==> src/sv/sesg_pkg.sv <==
package sesg_pkg;

   localparam int unsigned LevelWidth = 12;
   localparam int unsigned EchoWidth  = 8;
   localparam int unsigned StepWidth  = 8;
   localparam int unsigned CountWidth = 9;
   localparam int unsigned ObjWidth   = 6;
   localparam int unsigned CsrIdxWidth  = 2;
   localparam int unsigned CsrDataWidth = 12;

   // near * 10 > span * 3, products of a 9 bit count need 13 bits
   localparam int unsigned RatioWidth = 13;
   localparam logic [3:0] NearWeight = 4'd10;
   localparam logic [1:0] SpanWeight = 2'd3;

   typedef enum logic [CsrIdxWidth-1:0] {
      CSR_EDGE_THRESHOLD  = 2'd0,
      CSR_NEAR_LIMIT_CM   = 2'd1,
      CSR_MIN_WIDTH_STEPS = 2'd2,
      CSR_OBJECT_LIMIT    = 2'd3
   } csr_index_type;

   localparam logic [LevelWidth-1:0] EdgeThresholdReset = 12'd200;
   localparam logic [EchoWidth-1:0]  NearLimitReset     = 8'd100;
   localparam logic [StepWidth-1:0]  MinWidthReset      = 8'd4;
   localparam logic [ObjWidth-1:0]   ObjectLimitReset   = 6'd20;

   typedef struct packed {
      logic [LevelWidth-1:0] edge_threshold;
      logic [EchoWidth-1:0]  near_limit_cm;
      logic [StepWidth-1:0]  min_width_steps;
      logic [ObjWidth-1:0]   object_limit;
   } cfg_type;

   typedef struct packed {
      logic [LevelWidth-1:0] previous_level;
      logic [StepWidth-1:0]  step_index;
      logic                  inside_object;
      logic [StepWidth-1:0]  open_start;
      logic [CountWidth-1:0] near_count;
      logic [CountWidth-1:0] span_count;
      logic [ObjWidth-1:0]   objects_found;
   } seg_state_type;

   typedef struct packed {
      logic [LevelWidth-1:0] ir_level;
      logic [EchoWidth-1:0]  echo_cm;
      logic                  last_sample;
   } sample_type;

   typedef struct packed {
      logic [StepWidth-1:0] start_step;
      logic [StepWidth-1:0] end_step;
      logic [StepWidth-1:0] middle_step;
      logic                 cut_by_sweep_end;
   } object_type;

endpackage

==> src/sv/sesg_csr.sv <==
module sesg_csr import sesg_pkg::*; (
   input  logic                    clock,
   input  logic                    reset,
   input  logic                    csr_wr_en,
   input  logic [CsrIdxWidth-1:0]  csr_index,
   input  logic [CsrDataWidth-1:0] csr_wr_data,
   output cfg_type                 cfg
);

   cfg_type cfg_ff;
   cfg_type cfg_in;

   always_comb begin
      cfg_in = cfg_ff;
      if (csr_wr_en) begin
         case (csr_index_type'(csr_index))
            CSR_EDGE_THRESHOLD:  cfg_in.edge_threshold  = csr_wr_data[LevelWidth-1:0];
            CSR_NEAR_LIMIT_CM:   cfg_in.near_limit_cm   = csr_wr_data[EchoWidth-1:0];
            CSR_MIN_WIDTH_STEPS: cfg_in.min_width_steps = csr_wr_data[StepWidth-1:0];
            CSR_OBJECT_LIMIT:    cfg_in.object_limit    = csr_wr_data[ObjWidth-1:0];
            default:             cfg_in = cfg_ff;
         endcase
      end
   end

   always_ff @(posedge clock) begin
      if (reset) begin
         cfg_ff.edge_threshold  <= EdgeThresholdReset;
         cfg_ff.near_limit_cm   <= NearLimitReset;
         cfg_ff.min_width_steps <= MinWidthReset;
         cfg_ff.object_limit    <= ObjectLimitReset;
      end else begin
         cfg_ff <= cfg_in;
      end
   end

   assign cfg = cfg_ff;

endmodule

==> src/sv/sesg_step.sv <==
module sesg_step import sesg_pkg::*; #(
   parameter logic [StepWidth-1:0] LAST_INDEX = 8'd180
) (
   input  cfg_type       cfg,
   input  seg_state_type cur,
   input  sample_type    sample,
   output seg_state_type nxt,
   output logic          produced,
   output object_type    obj
);

   logic                  rise;
   logic                  fall;
   logic                  near_hit;
   logic [LevelWidth-1:0] up_diff;
   logic [LevelWidth-1:0] down_diff;
   logic [StepWidth-1:0]  end_idx;
   logic [StepWidth-1:0]  width;
   logic [RatioWidth-1:0] near_scaled;
   logic [RatioWidth-1:0] span_scaled;
   logic                  echo_ok;
   logic [StepWidth:0]    mid_sum;
   logic                  sweep_end;

   always_comb begin
      up_diff   = sample.ir_level - cur.previous_level;
      down_diff = cur.previous_level - sample.ir_level;
      rise = (sample.ir_level > cur.previous_level) && (up_diff > cfg.edge_threshold);
      fall = (cur.previous_level > sample.ir_level) && (down_diff > cfg.edge_threshold);
      near_hit = sample.echo_cm < cfg.near_limit_cm;

      end_idx = cur.step_index - 8'd1;
      width   = end_idx - cur.open_start;
      near_scaled = RatioWidth'(cur.near_count) * RatioWidth'(NearWeight);
      span_scaled = RatioWidth'(cur.span_count) * RatioWidth'(SpanWeight);
      echo_ok = (cur.span_count != '0) && (near_scaled > span_scaled);

      nxt      = cur;
      produced = 1'b0;
      obj      = '0;

      if (cur.step_index != '0) begin
         if (!cur.inside_object && rise) begin
            nxt.inside_object = 1'b1;
            nxt.open_start    = cur.step_index;
            nxt.span_count    = CountWidth'(1);
            nxt.near_count    = CountWidth'(near_hit);
         end else if (cur.inside_object && fall) begin
            if (echo_ok && width >= cfg.min_width_steps
                && cur.objects_found < cfg.object_limit) begin
               produced             = 1'b1;
               obj.start_step       = cur.open_start;
               obj.end_step         = end_idx;
               obj.cut_by_sweep_end = 1'b0;
               nxt.objects_found    = cur.objects_found + 6'd1;
            end
            nxt.inside_object = 1'b0;
         end else if (cur.inside_object) begin
            // counters saturate
            if (cur.span_count != '1) begin
               nxt.span_count = cur.span_count + 9'd1;
            end
            if (near_hit && cur.near_count != '1) begin
               nxt.near_count = cur.near_count + 9'd1;
            end
         end
      end
      nxt.previous_level = sample.ir_level;

      sweep_end = sample.last_sample || (cur.step_index >= LAST_INDEX);
      if (sweep_end) begin
         // an object still open is reported as cut off while the object limit allows
         if (nxt.inside_object && nxt.objects_found < cfg.object_limit) begin
            produced             = 1'b1;
            obj.start_step       = nxt.open_start;
            obj.end_step         = cur.step_index;
            obj.cut_by_sweep_end = 1'b1;
         end
         nxt.step_index    = '0;
         nxt.inside_object = 1'b0;
         nxt.open_start    = '0;
         nxt.near_count    = '0;
         nxt.span_count    = '0;
         nxt.objects_found = '0;
      end else begin
         nxt.step_index = cur.step_index + 8'd1;
      end

      mid_sum = {1'b0, obj.start_step} + {1'b0, obj.end_step};
      obj.middle_step = mid_sum[StepWidth:1];
   end

endmodule

==> src/sv/scan_edge_object_segmenter.sv <==
// Edge based object segmenter for one sweep of IR/echo samples. Samples enter through a
// valid/stall input register, one step's segmentation logic runs between that register and
// a result register, and a new sample can be taken every clock cycle while req_stall is
// low; a reported object is registered when its sample leaves the input register. The
// result register holds a reported object while rsp_stall is high, and samples that
// report nothing keep flowing meanwhile. At most one object is reported per sample. A
// sweep also ends at step SWEEP_STEPS-1 without the last_sample mark. The user must write
// configuration through the csr_ port only while idle; the block does not enforce it.
module scan_edge_object_segmenter import sesg_pkg::*; #(
   parameter int unsigned SWEEP_STEPS = 181
) (
   input  logic                    clock,
   input  logic                    reset,
   input  logic                    req_valid,
   output logic                    req_stall,
   input  logic [LevelWidth-1:0]   req_ir_level,
   input  logic [EchoWidth-1:0]    req_echo_cm,
   input  logic                    req_last_sample,
   output logic                    rsp_valid,
   input  logic                    rsp_stall,
   output logic [StepWidth-1:0]    rsp_start_step,
   output logic [StepWidth-1:0]    rsp_end_step,
   output logic [StepWidth-1:0]    rsp_middle_step,
   output logic                    rsp_cut_by_sweep_end,
   input  logic                    csr_wr_en,
   input  logic [CsrIdxWidth-1:0]  csr_index,
   input  logic [CsrDataWidth-1:0] csr_wr_data
);

   localparam logic [StepWidth-1:0] LastIndex = StepWidth'(SWEEP_STEPS - 1);

   cfg_type       cfg;
   seg_state_type state_ff;
   seg_state_type state_in;
   seg_state_type step_nxt;
   logic          in_valid_ff;
   logic          in_valid_in;
   sample_type    in_sample_ff;
   logic          out_valid_ff;
   logic          out_valid_in;
   object_type    out_obj_ff;
   object_type    step_obj;
   logic          step_produced;
   logic          advance;
   logic          req_take;

   sesg_csr u_csr (
      .clock       (clock),
      .reset       (reset),
      .csr_wr_en   (csr_wr_en),
      .csr_index   (csr_index),
      .csr_wr_data (csr_wr_data),
      .cfg         (cfg)
   );

   sesg_step #(
      .LAST_INDEX (LastIndex)
   ) u_step (
      .cfg      (cfg),
      .cur      (state_ff),
      .sample   (in_sample_ff),
      .nxt      (step_nxt),
      .produced (step_produced),
      .obj      (step_obj)
   );

   // a sample with no result may pass even while the result register is held
   assign advance   = in_valid_ff && (!step_produced || !out_valid_ff || !rsp_stall);
   assign req_stall = in_valid_ff && !advance;
   assign req_take  = req_valid && !req_stall;

   always_comb begin
      in_valid_in = in_valid_ff;
      if (req_take) begin
         in_valid_in = 1'b1;
      end else if (advance) begin
         in_valid_in = 1'b0;
      end

      out_valid_in = out_valid_ff;
      if (advance && step_produced) begin
         out_valid_in = 1'b1;
      end else if (out_valid_ff && !rsp_stall) begin
         out_valid_in = 1'b0;
      end

      state_in = advance ? step_nxt : state_ff;
   end

   always_ff @(posedge clock) begin
      if (reset) begin
         in_valid_ff  <= 1'b0;
         out_valid_ff <= 1'b0;
         state_ff     <= '0;
      end else begin
         in_valid_ff  <= in_valid_in;
         out_valid_ff <= out_valid_in;
         state_ff     <= state_in;
      end
   end

   always_ff @(posedge clock) begin
      if (req_take) begin
         in_sample_ff.ir_level    <= req_ir_level;
         in_sample_ff.echo_cm     <= req_echo_cm;
         in_sample_ff.last_sample <= req_last_sample;
      end
      if (advance && step_produced) begin
         out_obj_ff <= step_obj;
      end
   end

   assign rsp_valid            = out_valid_ff;
   assign rsp_start_step       = out_obj_ff.start_step;
   assign rsp_end_step         = out_obj_ff.end_step;
   assign rsp_middle_step      = out_obj_ff.middle_step;
   assign rsp_cut_by_sweep_end = out_obj_ff.cut_by_sweep_end;

endmodule
==> config.mk <==
export PLATFORM = sky130hd
export DESIGN_NAME = scan_edge_object_segmenter
export DESIGN_NICKNAME = d
export VERILOG_FILES = /design/src/sv/sesg_pkg.sv /design/src/sv/sesg_csr.sv /design/src/sv/sesg_step.sv /design/src/sv/scan_edge_object_segmenter.sv
export SDC_FILE = /design/constraint.sdc
export NUM_CORES = 1
export LEC_CHECK = 0
export BUFFER_PORTS_ARGS = -buffer_cell sky130_fd_sc_hd__buf_4
export CAP_MARGIN = 20
export CORE_ASPECT_RATIO = 1.25
export CORE_MARGIN = 2
export CORE_UTILIZATION = 61
export CTS_CLUSTER_SIZE = 25
export DETAILED_ROUTE_END_ITERATION = 16
export GPL_TIMING_DRIVEN = 1
export HOLD_SLACK_MARGIN = 0.12
export PLACE_DENSITY = 0.89
export SETUP_SLACK_MARGIN = 0.5
export SLEW_MARGIN = 20
export SYNTH_ARGS = -nofsm -noshare
export SYNTH_HDL_FRONTEND = slang
export SYNTH_SLANG_ARGS = --single-unit
==> constraint.sdc <==
create_clock -name clock -period 20.8 [get_ports clock]
set_clock_uncertainty 0.05 [all_clocks]
set_input_delay 2.08 -clock clock [delete_from_list [all_inputs] [get_ports clock]]
set_output_delay 2.08 -clock clock [all_outputs]
set_load 0.03 [all_outputs]
# Yosys cells after proc, flatten, opt, wreduce, memory -nomap -nowiden
# Cells that the tools add are included.
[classes]
add_sub_neg = 9
n_mul = 2
magnitude_cmp = 10
n_eq_ne = 6
mux = 31
n_reduce_logical = 38
[op_table]
columns = ["operator", "n"]
rows = [
  ["16-bit 2-to-1 mux", 6],
  ["33-bit 2-to-1 mux", 2],
  ["18-bit 2-to-1 mux", 3],
  ["12-bit > comparator", 4],
  ["12-bit subtractor", 2],
  ["9-bit by 1-bit adder with 9-bit output (second input constant)", 2],
  ["6-bit 2-to-1 mux", 3],
  ["9-bit 2-to-1 mux", 2],
  ["9-bit != test (second input constant)", 2],
  ["8-bit 2-to-1 mux", 2],
  ["1-bit logical AND", 14],
  ["13-bit by 11-bit > comparator with 1-bit output", 1],
  ["1-bit 2-to-1 mux", 13],
  ["6-bit less-than comparator", 2],
  ["9-bit by 3-bit multiplier with 12-bit output (second input constant)", 1],
  ["9-bit by 2-bit multiplier with 11-bit output (second input constant)", 1],
  ["5-bit AND reduction", 2],
  ["8-bit by 8-bit adder with 9-bit output", 1],
  ["3-bit nonzero test", 3],
  ["9-bit nonzero test", 1],
  ["8-bit by 1-bit adder with 8-bit output (second input constant)", 1],
  ["8-bit greater-or-equal comparator", 1],
  ["8-bit greater-or-equal comparator (second input constant)", 1],
  ["8-bit less-than comparator", 1],
  ["12 further kinds", 25],
]
[word_totals]
reg_bits = 135
input_bits = 40
out_inout_bits = 27
elab_cells = 116

# Logic depth before layout (Yosys ltp)
[logic_depth]
word_depth = 22
depth_mapped = 42
ltp_nobuf = 41

# Modules after synthesis
# A second synthesis with hierarchy kept.
[hier_totals]
cells_unflattened = 1162
area_unflattened_um2 = 10617.7
[modules_own_cells]
columns = ["mod", "n_inst", "cells_per_inst", "area_each_um2", "seq_area_each_um2"]
rows = [
  ["sesg_step", 1, 739, 5323.9, 0.0],
  ["scan_edge_object_segmenter", 1, 288, 3897.5, 2482.4],
  ["sesg_csr", 1, 135, 1396.3, 680.7],
]

# Least setup slack after synthesis
# OpenSTA, ideal clock, no wires.
[synth_timing]
path_kind = "register to output"
from = "register state_ff[42] (netlist bit)"
to = "output port req_stall"
t_arrival_ns = 5.979
setup_slack_ns = 12.691
path_stages_with_launch = 29
cell_sequence = "dfxtp_1 > inv_1 > ha_1 > a21o_1 > a21o_1 > a21o_1 > a21oi_1 > o21ai_0 > a21o_1 > a221oi_1 > xnor2_1 > ha_1 > nand4_1 > o32a_1 > a211oi_2 > nand2_1 > nor3_2 > nand4_1 > xnor2_1 > ha_1 > a21oi_1 > nor2b_1 > o21ai_0 > o211ai_1 > a211oi_2 > and2_1 > buf_2 > o21ai_0 > nor2_1"
[synth_via]
elab_chain_cells = 17
word_cells_on_any_way = 28
cone_classes = "2 x add/sub; 5 x order compare; 10 x mux; 11 x reduce/logical"
[synth_lines]
columns = ["item", "line_no", "rtl"]
rows = [
  ["from (decl)", "scan_edge_object_segmenter.sv:33", "seg_state_type state_ff;"],
  ["from (signal assigned)", "scan_edge_object_segmenter.sv:98", "state_ff <= state_in;"],
  ["12-bit subtractor", "sesg_step.sv:27", "down_diff = cur.previous_level - sample.ir_level;"],
  ["12-bit > comparator", "sesg_step.sv:29", "fall = (cur.previous_level > sample.ir_level) && (down_diff > cfg.edge_threshold);"],
  ["1-bit logical AND", "sesg_step.sv:29", ""],
  ["1-bit logical AND", "sesg_step.sv:48", "end else if (cur.inside_object && fall) begin"],
  ["6-bit 2-to-1 mux", "sesg_step.sv:48", ""],
  ["6-bit 2-to-1 mux", "sesg_step.sv:43", "if (!cur.inside_object && rise) begin"],
  ["33-bit 2-to-1 mux", "sesg_step.sv:42", "if (cur.step_index != '0) begin"],
  ["6-bit less-than comparator", "sesg_step.sv:73", "if (nxt.inside_object && nxt.objects_found < cfg.object_limit) begin"],
  ["1-bit logical AND", "sesg_step.sv:73", ""],
  ["1-bit 2-to-1 mux", "sesg_step.sv:73", ""],
  ["1-bit 2-to-1 mux *", "sesg_step.sv:71", "if (sweep_end) begin"],
  ["1-bit zero test *", "scan_edge_object_segmenter.sv:68", "assign advance = in_valid_ff && (!step_produced || !out_valid_ff || !rsp_stall);"],
  ["1-bit logical OR * (2 in series)", "scan_edge_object_segmenter.sv:68", ""],
  ["1-bit logical AND *", "scan_edge_object_segmenter.sv:68", ""],
  ["1-bit zero test *", "scan_edge_object_segmenter.sv:69", "assign req_stall = in_valid_ff && !advance;"],
  ["1-bit logical AND *", "scan_edge_object_segmenter.sv:69", ""],
  ["to (decl)", "scan_edge_object_segmenter.sv:15", "output logic req_stall,"],
]
# Mark *: on every way between the ends. The rest lies on a longest branch, timed or not. The select of a mux whose other input is x is not followed.

# Worst setup path after layout
[layout_timing]
from = "register state_ff[41] (netlist bit)"
to = "output port req_stall"
# Same word-level chain as after synthesis.

==> reports/qor.yml <==
run_status:
  status: "completed"
yosys:
  seq_area_frac_synth_pct: 33.78
  synth_top_family_by_area: "adder cells"
  synthArstFlopShare_pct: 0
  synthTopCellsByArea: "dfxtp_1, ha_1, edfxtp_1"
  synth_top_area_share_pct: 19.03
  synthCells: 1051
  synth_warnings: 0
  synth_area_um2: 9364
  synthXorXnorAreaFrac_pct: 5.144
  synthMuxAreaShare_pct: 2.592
  ys_ff_latch: 135
  synth_area_per_cell_um2: 8.910
  synth_compound_area_share_pct: 17.93
  synth_cell_types: 67
  synth_edf_count: 46
  yosys.area_share.adder_pct: 18.65
  synthSimpleGateAreaFrac_pct: 15.34
  synth_top_flop_cell: "dfxtp_1"
  syn_nets: 1227
  yosys.area.top_type: "dfxtp_1"
run:
  maxCapViolCount: 0
grt:
  grt_max_degree: 56
  grt_pass1_vias: 7550
  overflow: 0
  grt_pass1_wl_um: 35160
  track_usage_pct: 26.91
  antenna_found_initial: 0
detailed_routing:
  drtIter0Drc: 547
  finalWirelength_um: 21440
  antenna_left: 0
  vias_per_cell: 5.996
  remaining_drc_errors: 0
  wl_per_cell_um: 16.54
  first_pass_iters: 5
  vias: 7771
clock_tree:
  clock_latency_ns: 0.43
  numCtsBuffers: 17
  cts_tree: "built"
  cts_sinks: 135
  htreeDepth: 4
  hold_buffers: 0
  post-cts-setup-buffer-count: 0
  cts_resized: 0
  path_clk_slew_ns: 0.06
  clock_path_buffers: 2
  root_buffer: "clkbuf_16"
pwr:
  powerDensity_nw_per_um2: 65.30
  comb_power_share_pct: 15.8
  ir_worst_vdd_uv: 49.23
  seq_power_share_pct: 41.3
  p_int_mw: 0.5040
  swShare_pct: 26.72
  p_switching_mw: 0.1838
  p_leak_nw: 4.664
  clock_power_share_pct: 42.9
sta:
  finalSetupTns_ns: 0
  min_period_ns: 9.960
  whs_ns: 0.4049
  period_share_pct: 47.89
  maxSlewViolCount: 0
  tightest_slew_ns: 0.9481
  rsz0062_at_grt: "false"
  timing.slew.headroom_pct: 36.52
  max_freq_mhz: 100.4
  setup_ws_ns: 10.84
  setup_viol: 0
  hold_violations: 0
final_layout:
  utilization_pct: 70.16
  diodes: 0
  layout_commonest_cell: "ha_1"
  area_growth_pct: 12.49
  fin_nets: 1277
  final_cell_area_um2: 10530
  final_cell_mix: "ha_1, inv_1, a21oi_1, nor2_1, dfxtp_1"
  drive_gt1_share_pct: 11.76
floorplanning:
  die_h_um: 142.5
  dieArea_um2: 16360
  rows: 50
  io_pins: 67
  die_w_um: 114.8
  start_util_pct: 62.37
  core-area_um2: 15010
critical_path:
  max_stage_delay_ns: 0.76
  worst_path_max_delay_cell: "nor3_2"
  cp.arrival_ns: 7.83
  cp-end-kind: "output port"
  cp.required_ns: 18.67
  critical_path_class: "reg2out"
  start_kind: "register"
  worst-path-max-fanout: 15
hold_path:
  hold_class: "reg2reg"
placement:
  gp_congestion: 0.9100
  place_ws_ns: 11.41
  hpwlAfterDp_um: 15740
  port_buffers: 66
  dpl-instance-area_um2: 9937
==> logic make-up (layout without fill, tap and decap cells) <==
kind of cell             Yosys count  count (layout)
AO/OA/AOI/OAI                    257             257
XOR/XNOR                          55              55
adder cells (fa/ha/maj)          136             136
buffers and inverters            150             213
flip-flops                       135             135
multiplexers                      24              24
AND/OR/NAND/NOR                  294             294
==> power groups by stage <==
stage	clock, mW	sequential (mW)	combinational [mW]
after floorplan	0	0.289	0.0779
after global placement	0	0.289	0.102
after detailed placement	0	0.289	0.106
after CTS	0.298	0.284	0.107
after global routing	0.309	0.284	0.121
final	0.295	0.284	0.109
==> layer usage <==
layer,wire length (um),vias up,global-route usage (%),part of all wire [%]
met2,10910,232,47.56,51
met4,606,0,11.03,2.8
met1,8783,3718,31.41,41
li1,-,3779,-,-
met5,0,-,0,0
met3,1145,42,5.877,5.3
==> through the flow <==
| stage | total power, mW | instances |
|---|---|---|
| floorplan | 0.3668 | 1051 |
| CTS | 0.6888 | 1296 |
| global placement | 0.3904 | 1264 |
| global route | 0.7141 | 1296 |
| detailed placement | 0.3950 | 1264 |
| finish | 0.6879 | 1296 |
==> final timing paths <==
| check | slack (ns) | cells past startpoint | endpoint | startpoint |
|---|---|---|---|---|
| setup reg to reg | 11.55 | 40 | rsp_middle_step[7] | state_ff[41] |
| hold reg to reg | 0.40 | 2 | u_csr.cfg[26] | u_csr.cfg[26] |
| hold / removal | 0.40 | 2 | u_csr.cfg[26] | u_csr.cfg[26] |
| setup / recovery | 10.84 | 33 | req_stall | state_ff[41] |
==> synth_stat cells (5+ instances only) <==
master      n
xnor2_1    36
fa_1        6
o211ai_1   10
nor2_1     98
nand2_1    77
edfxtp_1   46
or2_2       5
dfxtp_1    89
nand4_1    13
a211oi_1    8
clkbuf_1   17
and3_1      6
or3_1      13
o21bai_1    7
a21o_1     29
xor2_1     19
nand2b_1    9
nor3_1     10
a22o_1     14
mux2i_1    22
nor4_1      5
nor2b_1    12
o21a_1      5
buf_2      14
o21ai_0    39
a211o_1     5
nand3_1    18
a21oi_1    97
o21ai_1     6
ha_1      130
inv_1     110
==> flip-flops by register name (all words and copies together), names as in the netlist <==
signal	count
state_ff	53
u_csr.cfg	34
in_sample_ff	21
rsp_end_step	8
rsp_middle_step	8
rsp_start_step	8
in_valid_ff	1
rsp_cut_by_sweep_end	1
rsp_valid	1
==> cell type report <==
type	count	area (um^2)
Inverter	111	416.7
Timing Repair Buffer	70	525.5
Fill cell	1150	4481
Tap cell	182	227.7
Clock inverter	9	60.06
Sequential cell	135	3163
Clock buffer	23	531.8
Multi-Input combinational cell	766	5609
==> critical path, delay by kind of cell (launching register included) <==
family	cells	cell delay, ns
xor+xnor	2	0.43
compound gates	11	2.11
flops	1	0.33
fa+ha+maj	4	1.10
buf+inv	3	0.33
simple gates	13	3.10
Note: power is estimated with default switching activity, not from simulation.
